**config.mk**
```make
export PLATFORM = sky130hd
export DESIGN_NAME = hsis_fifo
export DESIGN_NICKNAME = d
export VERILOG_FILES = /design/src/design/hsis_pkg.sv /design/src/design/hsis_fifo.sv
export SDC_FILE = /design/constraint.sdc
export NUM_CORES = 1
export LEC_CHECK = 0
export ABC_AREA = 1
export BUFFER_PORTS_ARGS = -buffer_cell sky130_fd_sc_hd__clkbuf_2
export CORE_MARGIN = 8
export CORE_UTILIZATION = 45
export DETAILED_ROUTE_END_ITERATION = 10
export GPL_ROUTABILITY_DRIVEN = 0
export GPL_TIMING_DRIVEN = 0
export PLACE_DENSITY_LB_ADDON = 0.2
export SLEW_MARGIN = 15
export SYNTH_ARGS = -nofsm -noshare
export SYNTH_HDL_FRONTEND = slang
export SYNTH_SLANG_ARGS = --single-unit
```
**constraint.sdc**
```tcl
create_clock -name clk_i -period 2.34 [get_ports clk_i]
set_input_delay 0.117 -clock clk_i [delete_from_list [all_inputs] [get_ports clk_i]]
set_output_delay 0.117 -clock clk_i [all_outputs]
set_load 0.01 [all_outputs]
```
**src/design/hsis_pkg.sv**
```systemverilog
// Shared types, constants and tanh table functions for the haptic sample scaler.
package hsis_pkg;

  localparam int SAMPLE_BITS      = 20;
  localparam int TANH_TABLE_DEPTH = 256;
  localparam int FRAC_BITS        = 16;
  localparam int GAIN_BITS        = 16;
  localparam int MODE_BITS        = 3;
  localparam int CFG_IDX_BITS     = 3;

  // Register indexes of the configuration port
  localparam logic [CFG_IDX_BITS-1:0] CFG_CURVE_MODE      = 3'd0;
  localparam logic [CFG_IDX_BITS-1:0] CFG_GAIN_FACTOR     = 3'd1;
  localparam logic [CFG_IDX_BITS-1:0] CFG_TANH_NORM       = 3'd2;
  localparam logic [CFG_IDX_BITS-1:0] CFG_RATIONAL_CLAMP  = 3'd3;
  localparam logic [CFG_IDX_BITS-1:0] CFG_BOUNDS_FIX      = 3'd4;
  localparam logic [CFG_IDX_BITS-1:0] CFG_ADAPTIVE_ENABLE = 3'd5;
  localparam logic [CFG_IDX_BITS-1:0] CFG_ADAPTIVE_GAIN   = 3'd6;
  localparam logic [CFG_IDX_BITS-1:0] CFG_CLIP_LIMIT      = 3'd7;

  // curve_mode codes
  localparam logic [MODE_BITS-1:0] MODE_MUTE     = 3'd0;
  localparam logic [MODE_BITS-1:0] MODE_BYPASS   = 3'd1;
  localparam logic [MODE_BITS-1:0] MODE_RATIONAL = 3'd2;
  localparam logic [MODE_BITS-1:0] MODE_LINEAR   = 3'd3;
  localparam logic [MODE_BITS-1:0] MODE_TANH     = 3'd4;

  localparam logic [GAIN_BITS-1:0] GAIN_UNIT = 16'd4096;

  typedef enum logic [2:0] {
    KIND_MUTE,
    KIND_BYPASS,
    KIND_RATIONAL,
    KIND_LINEAR,
    KIND_TANH
  } curve_e;

  typedef struct packed {
    logic signed [SAMPLE_BITS-1:0] sample_in;
    logic                          end_of_buffer;
  } in_beat_t;

  typedef struct packed {
    logic signed [SAMPLE_BITS-1:0] sample_out;
    logic                          saturated;
    logic                          end_of_buffer_out;
  } out_beat_t;

  typedef struct packed {
    logic [MODE_BITS-1:0]          curve_mode;
    logic [GAIN_BITS-1:0]          gain_factor;
    logic [GAIN_BITS-1:0]          tanh_norm;
    logic                          rational_clamp;
    logic                          bounds_fix;
    logic                          adaptive_enable;
    logic [GAIN_BITS-1:0]          adaptive_gain;
    logic signed [SAMPLE_BITS-1:0] clip_limit;
  } cfg_t;

  // Classified sample as it travels from front to back
  typedef struct packed {
    curve_e                 kind;
    logic                   neg;
    logic [SAMPLE_BITS-1:0] mag;
    logic                   eob;
  } job_t;

  // Unsigned quotient by shift and subtract; elaboration-time only
  function automatic longint unsigned const_quo(longint unsigned n, longint unsigned d);
    longint unsigned q;
    longint unsigned r;
    begin
      q = 0;
      r = 0;
      for (int b = 63; b >= 0; b--) begin
        r = {r[62:0], n[b]};
        if (r >= d) begin
          r    = r - d;
          q[b] = 1'b1;
        end
      end
      return q;
    end
  endfunction

  // tanh(8*z) in Q.16 with z in Q.30; elaboration-time only
  function automatic longint unsigned tanh_point(longint unsigned z);
    longint unsigned e;
    longint unsigned term;
    longint unsigned r;
    longint unsigned den;
    longint unsigned one;
    begin
      one  = 64'd1 << 30;
      e    = one;
      term = one;
      for (int k = 1; k <= 24; k++) begin
        term = const_quo((term * z) >> 30, longint'(k));
        e    = e + term;
      end
      r = const_quo(one << 30, e);
      for (int s = 0; s < 4; s++) begin
        r = (r * r + (one >> 1)) >> 30;
      end
      den = one + r;
      return const_quo(((one - r) << FRAC_BITS) + (den >> 1), den);
    end
  endfunction

endpackage

```
**src/design/hsis_fifo.sv**
```systemverilog
// Two-entry job queue between front and back.
module hsis_fifo import hsis_pkg::*; (
  input  logic clk_i,
  input  logic rst_ni,
  input  logic push_i,
  input  job_t job_i,
  input  logic pop_i,
  output logic full_o,
  output logic valid_o,
  output job_t job_o
);

  localparam int QDepth = 2;
  localparam int PtrW   = $clog2(QDepth);

  job_t              mem_q [QDepth];
  logic [PtrW-1:0]   wr_q, wr_d, rd_q, rd_d;
  logic [PtrW:0]     cnt_q, cnt_d;
  logic              do_pop;

  assign full_o  = (cnt_q == (PtrW+1)'(QDepth));
  assign valid_o = (cnt_q != '0);
  assign job_o   = mem_q[rd_q];
  assign do_pop  = pop_i && valid_o;

  always_comb begin
    wr_d  = push_i ? wr_q + 1'b1 : wr_q;
    rd_d  = do_pop ? rd_q + 1'b1 : rd_q;
    cnt_d = cnt_q + (PtrW+1)'(push_i) - (PtrW+1)'(do_pop);
  end

  always_ff @(posedge clk_i or negedge rst_ni) begin
    if (!rst_ni) begin
      wr_q  <= '0;
      rd_q  <= '0;
      cnt_q <= '0;
    end else begin
      wr_q  <= wr_d;
      rd_q  <= rd_d;
      cnt_q <= cnt_d;
    end
  end

  always_ff @(posedge clk_i) begin
    if (push_i) begin
      mem_q[wr_q] <= job_i;
    end
  end

endmodule

```
==> metrics.csv <==
metric;value;unit
Non-Filler Instances;298;
worst slew pin tran;1000;ps
die width;84.0;um
root buffer cell;clkbuf_8;
initial antenna violation count;0;
area leader, netlist;edfxtp_1;
Main synth FF type;edfxtp_1;
CP top delay family;buffers and inverters;
antenna cell count;0;
Worst Path Buf+Inv;1;
Power Dens Cells;1090;nW/um^2
clk buf depth;2;
EDFF count, synth;50;
CTS tree;built;
Slew Limit Fails;0;
NumNets Final;276;
fillers;361;
Max-Cap Viols;0;
Worst Hold Margin;9.28;ps
CTS clk-pin slew, worst paths;90;ps
Overall Power;0.00299;W
DR DRC count;0;
#FFs+latches synth;54;
worst rel slew slack;0.331;
Inst Count DP;267;
Layout area overhead;32.1;%
crit share post-route;0.684;
layout cells sized above 1;0.305;
Initial Util;0.472;
Hold Path Class;in2reg;
Buffers on Ports;55;
Tmin final;1600;ps
Max Fanout on Critical Path;25;
post-synthesis net count;191;
maximum clock frequency;625;MHz
syn_area_per_cell;13.0;sq um
Setup Crit Path Kind;reg2reg;
global route overflow;0;
Die Ht;84.0;um
VDD IR-drop max;590;uV
Post-synth top cells;nand2_1, edfxtp_1, inv_1;
Via density;4.64;
Post-Route Setup TNS;0;ps
top cells by area, synth;edfxtp_1, nand2_1, dfrtp_1;
DR vias;1383;
DP Area;2430;sq um
worst path required time;2270;ps
Synth Instances;160;
Skew-Pair Late Insertion Delay;310;ps
core footprint;4410;sq um
design area;2750;sq um
cts repair resizes;0;
Post-DP HPWL;2660;um
Hold Fails Final Rpt;0;
I/O Pins;56;
setup repair bufs after CTS;0;
final wirelength;4110;um
DR iter-0 viols;54;
first-pass GRT wire length;6740;um
crit path max-delay cell type;inv_1;
Num CTS Buffers;5;
Post-synth ARST share;0.0741;
final setup fails;0;
die area;7060;sq um
Routed Antenna Nets;0;
RSZ-0062 raised after global routing;no;
CP peak stage delay;730;ps
FP Rows;24;
GRT Overall Usage;0.121;
count leader, synth;nand2_1;
Pre-Repair DR Iteration Count;4;
status;finished clean;
leakage;1.24;nW
startpoint class of the critical path;flip-flop;
hold buffers post-CTS;22;
CTS sink cnt;54;
Clock Skew;11.6;ps
Cell Area, Synth;2080;sq um
H-tree depth;2;
sequential-to-total area share from yosys stat;0.769;
vias in the first global route;1483;
largest net degree at the start of global routing;26;
WP data arrival;1530;ps
Routed WL per cell;13.8;um
count of cell types in the netlist;13;
top cell type's share of synthesized area;0.721;
yosys warns;0;
crit-path cells;nand2_1 -> inv_1;
Crit. End Element;flip-flop;
==> metrics by stage <==
stage	worst slack, ps	utilization
floorplan	457	-
global placement	-147	0.549
detailed placement	700	0.550
CTS	685	0.621
global route	613	0.623
finish	739	0.623
==> flip-flops by register name (all words and copies together) (netlist names) <==
signal,cells
cnt_q,2
mem_q,50
rd_q,1
wr_q,1
==> final timing paths <==
check                           startpoint            to  slack, ps  depth (start not counted)
worst max-delay path                  wr_q  mem_q[1][10]        740                          2
worst min-delay path             job_i[13]  mem_q[1][13]          9                          1
worst max register to register        wr_q  mem_q[1][10]        740                          2
worst min register to register        wr_q          wr_q        560                          1
max in group asynchronous           rst_ni          rd_q       2060                          2
min in group asynchronous           rst_ni      cnt_q[1]        150                          2
==> layout make-up <==
class,count,area [sq um],area share
flip-flops and latches,54,1600,0.582
repair buffers,78,505,0.184
clock buffers,5,68.8,0.0250
clock inverters,3,21.3,0.00773
plain buffers,5,56.3,0.0205
well taps,52,65.1,0.0237
inverters,9,41.3,0.0150
multi-input cells,92,390,0.142
==> cell usage in the layout (no fill, tap or decap), drive strengths merged <==
cell type | synthesis | routed
buf | 5 | 5
dlygate4sd3 | 0 | 23
inv | 9 | 9
nand2 | 85 | 85
clkbuf | 0 | 60
xor2 | 1 | 1
nand3 | 2 | 2
edfxtp | 50 | 50
nor2 | 2 | 2
ha | 2 | 2
clkinvlp | 0 | 1
clkinv | 0 | 2
dfrtp | 4 | 4
==> layer usage <==
layer | vias to the layer above | wire, um | track usage
met5 | - | 0 | 0
met4 | 0 | 91 | 0.0534
met3 | 9 | 327 | 0.0605
met2 | 47 | 2090 | 0.212
met1 | 630 | 1600 | 0.113
li1 | 697 | - | -
==> report_power, final <==
group / internal, W / switching [W] / leakage [nW]
registers: 0.00129 / 0.0000630 / 0.517
clock network: 0.000211 / 0.000296 / 0.0441
logic: 0.000430 / 0.000694 / 0.682
==> kinds of logic (layout without fill, tap and decap cells) <==
kind of cell | after synthesis | count (layout) | share of synthesized area
fa+ha+maj | 2 | 2 | 0.0120
xor+xnor | 1 | 1 | 0.00421
flops | 54 | 54 | 0.769
buf+inv | 14 | 100 | 0.0469
simple gates | 89 | 89 | 0.168
(Power assumes the default switching activity.)
