**config.mk**
```make
export PLATFORM = sky130hd
export DESIGN_NAME = hsis_front
export DESIGN_NICKNAME = d
export VERILOG_FILES = /design/src/design/hsis_pkg.sv /design/src/design/hsis_front.sv
export SDC_FILE = /design/constraint.sdc
export NUM_CORES = 1
export LEC_CHECK = 0
export BUFFER_PORTS_ARGS = -buffer_cell sky130_fd_sc_hd__clkbuf_2
export CELL_PAD_IN_SITES_DETAIL_PLACEMENT = 0
export CELL_PAD_IN_SITES_GLOBAL_PLACEMENT = 1
export CORE_MARGIN = 2
export CORE_UTILIZATION = 11
export DETAILED_ROUTE_END_ITERATION = 12
export GPL_TIMING_DRIVEN = 0
export PLACE_DENSITY_LB_ADDON = 0.3
export SYNTH_ARGS = -nofsm -noshare
export SYNTH_HDL_FRONTEND = slang
export SYNTH_SLANG_ARGS = --single-unit
export TNS_END_PERCENT = 10
```
**constraint.sdc**
```tcl
create_clock -name vclk -period 4.4
set_input_delay 0.66 -clock vclk [all_inputs]
set_output_delay 0.66 -clock vclk [all_outputs]
set_load 0.01 [all_outputs]
```
**src/design/hsis_pkg.sv**
```systemverilog
// Shared types, constants and tanh table functions for the haptic sample scaler.
package hsis_pkg;

  localparam int SAMPLE_BITS      = 20;
  localparam int TANH_TABLE_DEPTH = 256;
  localparam int FRAC_BITS        = 16;
  localparam int GAIN_BITS        = 16;
  localparam int MODE_BITS        = 3;
  localparam int CFG_IDX_BITS     = 3;

  // Register indexes of the configuration port
  localparam logic [CFG_IDX_BITS-1:0] CFG_CURVE_MODE      = 3'd0;
  localparam logic [CFG_IDX_BITS-1:0] CFG_GAIN_FACTOR     = 3'd1;
  localparam logic [CFG_IDX_BITS-1:0] CFG_TANH_NORM       = 3'd2;
  localparam logic [CFG_IDX_BITS-1:0] CFG_RATIONAL_CLAMP  = 3'd3;
  localparam logic [CFG_IDX_BITS-1:0] CFG_BOUNDS_FIX      = 3'd4;
  localparam logic [CFG_IDX_BITS-1:0] CFG_ADAPTIVE_ENABLE = 3'd5;
  localparam logic [CFG_IDX_BITS-1:0] CFG_ADAPTIVE_GAIN   = 3'd6;
  localparam logic [CFG_IDX_BITS-1:0] CFG_CLIP_LIMIT      = 3'd7;

  // curve_mode codes
  localparam logic [MODE_BITS-1:0] MODE_MUTE     = 3'd0;
  localparam logic [MODE_BITS-1:0] MODE_BYPASS   = 3'd1;
  localparam logic [MODE_BITS-1:0] MODE_RATIONAL = 3'd2;
  localparam logic [MODE_BITS-1:0] MODE_LINEAR   = 3'd3;
  localparam logic [MODE_BITS-1:0] MODE_TANH     = 3'd4;

  localparam logic [GAIN_BITS-1:0] GAIN_UNIT = 16'd4096;

  typedef enum logic [2:0] {
    KIND_MUTE,
    KIND_BYPASS,
    KIND_RATIONAL,
    KIND_LINEAR,
    KIND_TANH
  } curve_e;

  typedef struct packed {
    logic signed [SAMPLE_BITS-1:0] sample_in;
    logic                          end_of_buffer;
  } in_beat_t;

  typedef struct packed {
    logic signed [SAMPLE_BITS-1:0] sample_out;
    logic                          saturated;
    logic                          end_of_buffer_out;
  } out_beat_t;

  typedef struct packed {
    logic [MODE_BITS-1:0]          curve_mode;
    logic [GAIN_BITS-1:0]          gain_factor;
    logic [GAIN_BITS-1:0]          tanh_norm;
    logic                          rational_clamp;
    logic                          bounds_fix;
    logic                          adaptive_enable;
    logic [GAIN_BITS-1:0]          adaptive_gain;
    logic signed [SAMPLE_BITS-1:0] clip_limit;
  } cfg_t;

  // Classified sample as it travels from front to back
  typedef struct packed {
    curve_e                 kind;
    logic                   neg;
    logic [SAMPLE_BITS-1:0] mag;
    logic                   eob;
  } job_t;

  // Unsigned quotient by shift and subtract; elaboration-time only
  function automatic longint unsigned const_quo(longint unsigned n, longint unsigned d);
    longint unsigned q;
    longint unsigned r;
    begin
      q = 0;
      r = 0;
      for (int b = 63; b >= 0; b--) begin
        r = {r[62:0], n[b]};
        if (r >= d) begin
          r    = r - d;
          q[b] = 1'b1;
        end
      end
      return q;
    end
  endfunction

  // tanh(8*z) in Q.16 with z in Q.30; elaboration-time only
  function automatic longint unsigned tanh_point(longint unsigned z);
    longint unsigned e;
    longint unsigned term;
    longint unsigned r;
    longint unsigned den;
    longint unsigned one;
    begin
      one  = 64'd1 << 30;
      e    = one;
      term = one;
      for (int k = 1; k <= 24; k++) begin
        term = const_quo((term * z) >> 30, longint'(k));
        e    = e + term;
      end
      r = const_quo(one << 30, e);
      for (int s = 0; s < 4; s++) begin
        r = (r * r + (one >> 1)) >> 30;
      end
      den = one + r;
      return const_quo(((one - r) << FRAC_BITS) + (den >> 1), den);
    end
  endfunction

endpackage

```
**src/design/hsis_front.sv**
```systemverilog
// Front end: accept sample commands and classify them into jobs.
module hsis_front import hsis_pkg::*; (
  input  logic     start_i,
  input  logic     full_i,
  input  in_beat_t in_i,
  input  cfg_t     cfg_i,
  output logic     push_o,
  output job_t     job_o
);

  logic [SAMPLE_BITS-1:0] raw;

  assign raw    = in_i.sample_in;
  assign push_o = start_i && !full_i;

  always_comb begin
    job_o.neg = raw[SAMPLE_BITS-1];
    job_o.mag = raw[SAMPLE_BITS-1] ? (~raw + 1'b1) : raw;
    job_o.eob = in_i.end_of_buffer;
    unique case (cfg_i.curve_mode)
      MODE_MUTE:     job_o.kind = KIND_MUTE;
      MODE_RATIONAL: job_o.kind = KIND_RATIONAL;
      MODE_LINEAR:   job_o.kind = KIND_LINEAR;
      MODE_TANH:     job_o.kind = KIND_TANH;
      default:       job_o.kind = KIND_BYPASS;
    endcase
  end

endmodule

```
==> flow_metrics.env <==
export IMPL_grt_antenna_before_repair=0
export IMPL_synth_cells=65
export IMPL_hpwl_mm=1.499
export IMPL_wl_met2_um=716
export IMPL_netlist_area_um2=450.4
export IMPL_wl_per_cell_um=9.898
export IMPL_place_port_buffers=51
export IMPL_via_per_inst=3.976
export IMPL_synth_largest_area_cell="xnor2_1"
export IMPL_power_combinational_fraction_pct=100.0
export IMPL_rsz0062_at_grt="false"
export IMPL_grt_first_pass_wirelength_mm=2.435
export IMPL_seq_cells=0
export IMPL_gp_congestion=0.6683
export IMPL_clkPwrFrac_pct=0
export IMPL_grt_max_degree=11
export IMPL_fmax_ghz=0.3362
export IMPL_final_min_clock_period_ns=2.974
export IMPL_die_area_um2=4623
export IMPL_hold_ws_ns=1.514
export IMPL_diodes=0
export IMPL_core_um2=3971
export IMPL_finalWirelength_mm=1.643
export IMPL_relSlewSlack_pct=62.24
export IMPL_fin_crit_sh_pct=67.60
export IMPL_seqCellArea_um2=0
export IMPL_cts_setup_buffers=0
export IMPL_grt_util_all_layers_pct=6.540
export IMPL_drc=0
export IMPL_clockBufferCount=0
export IMPL_path_max_fanout=5
export IMPL_cp_required_ns=3.74
export IMPL_swShare_pct=52.35
export IMPL_crit_type="input pin to output port"
export IMPL_holdCritStartpoint="in_i[0]"
export IMPL_critPathArrivalTime_ns=2.31
export IMPL_p_sw_w=0.00004335
export IMPL_maxCapViolCount=0
export IMPL_cp_end_kind="output port"
export IMPL_synth_warnings=0
export IMPL_die_h_um=67.99
export IMPL_synth_area_leaders="xnor2_1 33%, o41ai_1 7.8%, nand2_1 5.8%"
export IMPL_power_share_sequential_pct=0
export IMPL_fp_row_count=23
export IMPL_worstMarginPinSlew_ns=0.5621
export IMPL_tns_ns=0
export IMPL_first_global_vias=598
export IMPL_cp_startpoint="in_i[5]"
export IMPL_hold_buffers=0
export IMPL_hold_viol=0
export IMPL_powerDensity_nw_per_um2=107.8
export IMPL_ios=123
export IMPL_cts_resized=0
export IMPL_drive_gt1_share_pct=48.28
export IMPL_top_layer="met3"
export IMPL_drt_iter0_markers=10
export IMPL_synth_nets=163
export IMPL_drtPass1Iterations=4
export IMPL_yosys_cell_types_count=24
export IMPL_start_util_pct=11.34
export IMPL_die_w_um=67.99
export IMPL_ant_nets=0
export IMPL_area_delta_synth_final_pct=70.56
export IMPL_syn_area_per_cell_um2=6.930
export IMPL_outcome="finished clean"
export IMPL_worstHoldPathType="input pin to output port"
export IMPL_nets=216
export IMPL_setup_violations_final=0
export IMPL_power_leakage_nw=0.3512
export IMPL_wl_met1_um=733
export IMPL_synth_seq_area_share_pct=0
export IMPL_startpoint_type="input pin"
export IMPL_grt_overflow_total=0
export IMPL_met3_wirelength_um=193
export IMPL_synth_top_area_share_pct=33.06
export IMPL_internal_power_w=0.00003945
export IMPL_peakVddDrop_mv=0.03778
export IMPL_slew_violations=0
export IMPL_vias=660
==> cells by family (layout without fill, tap and decap cells) <==
| family | Yosys count | in the layout | synth area share, % |
|---|---|---|---|
| AO/OA/AOI/OAI | 14 | 14 | 21.94 |
| XOR/XNOR | 17 | 17 | 33.05 |
| adder cells (fa/ha/maj) | 1 | 1 | 2.777 |
| buffers and inverters | 8 | 59 | 9.165 |
| AND/OR/NAND/NOR | 25 | 25 | 33.05 |
==> power by group through the flow <==
stage	combinational (W)	sequential, W	clock (W)
finish	0.0000828	0	0
global route	0.0000918	0	0
CTS	0.0000843	0	0
detailed placement	0.0000840	0	0
global placement	0.0000833	0	0
floorplan	0.0000419	0	0
==> critical path: stages <==
cell      delay, ns
clkbuf_2       0.11
nor3_1         0.49
nand4b_1       0.32
o41ai_1        0.41
xnor2_1        0.17
clkbuf_2       0.15
==> per-stage QoR <==
| stage | cell area, um^2 | setup WS [ns] | util, % | power [W] | instances |
|---|---|---|---|---|---|
| after floorplan | 450.4 | 1.694 | - | 0.00004188 | 65 |
| after global placement | 768.2 | 1.419 | 19.34 | 0.00008331 | 166 |
| after detailed placement | 768.2 | 1.409 | 19.34 | 0.00008404 | 166 |
| after CTS | 768.2 | 1.411 | 19.34 | 0.00008431 | 166 |
| after global routing | 768.2 | 1.251 | 19.34 | 0.00009179 | 166 |
| final | 768.2 | 1.426 | 19.34 | 0.00008280 | 166 |
==> path summary, 6_finish.rpt <==
check             slack (ns)        end  depth (start not counted)
hold / removal          1.51   job_o[0]                          2
setup / recovery        1.43  job_o[18]                          6
==> cell usage in the layout, fill, tap and decap left out, types with 2 or more instances in the layout <==
cell / n
clkbuf_2: 51
xnor2_1: 17
nand2_1: 7
o41ai_1: 4
o21ai_0: 4
inv_1: 3
nor4_1: 3
o31ai_1: 3
buf_4: 3
nor3b_1: 2
nor3_1: 2
nand3b_1: 2
nand2b_1: 2
nor2b_1: 2
==> routing by layer <==
metal | GRT usage [%] | vias to the layer above
li1 | - | 340
met5 | 0 | -
met1 | 8.398 | 281
met4 | 0 | 0
met3 | 0.4934 | 0
met2 | 12.50 | 39
==> synthesized netlist by cell type <==
library cell / instances
nor3b_1: 2
ha_1: 1
nor2b_1: 2
nand2b_1: 2
buf_1: 1
buf_4: 3
nand4b_1: 1
inv_1: 3
nand2_1: 7
a21o_1: 1
nor3_1: 2
nand3b_1: 2
clkbuf_1: 1
o31ai_1: 3
o21ai_2: 1
nand3_1: 1
or4_1: 1
o21ai_1: 1
xnor2_1: 17
o41ai_1: 4
or3_1: 1
o21ai_0: 4
or4_4: 1
nor4_1: 3
==> area by class of cell <==
| class | instances | area (um^2) |
|---|---|---|
| Tap cell | 50 | 62.56 |
| Multi-Input combinational cell | 57 | 409.1 |
| Timing Repair Buffer | 51 | 255.2 |
| Fill cell | 460 | 3203 |
| Buffer | 5 | 30.03 |
| Inverter | 3 | 11.26 |
No activity file was read; power rests on OpenSTA's default activity.
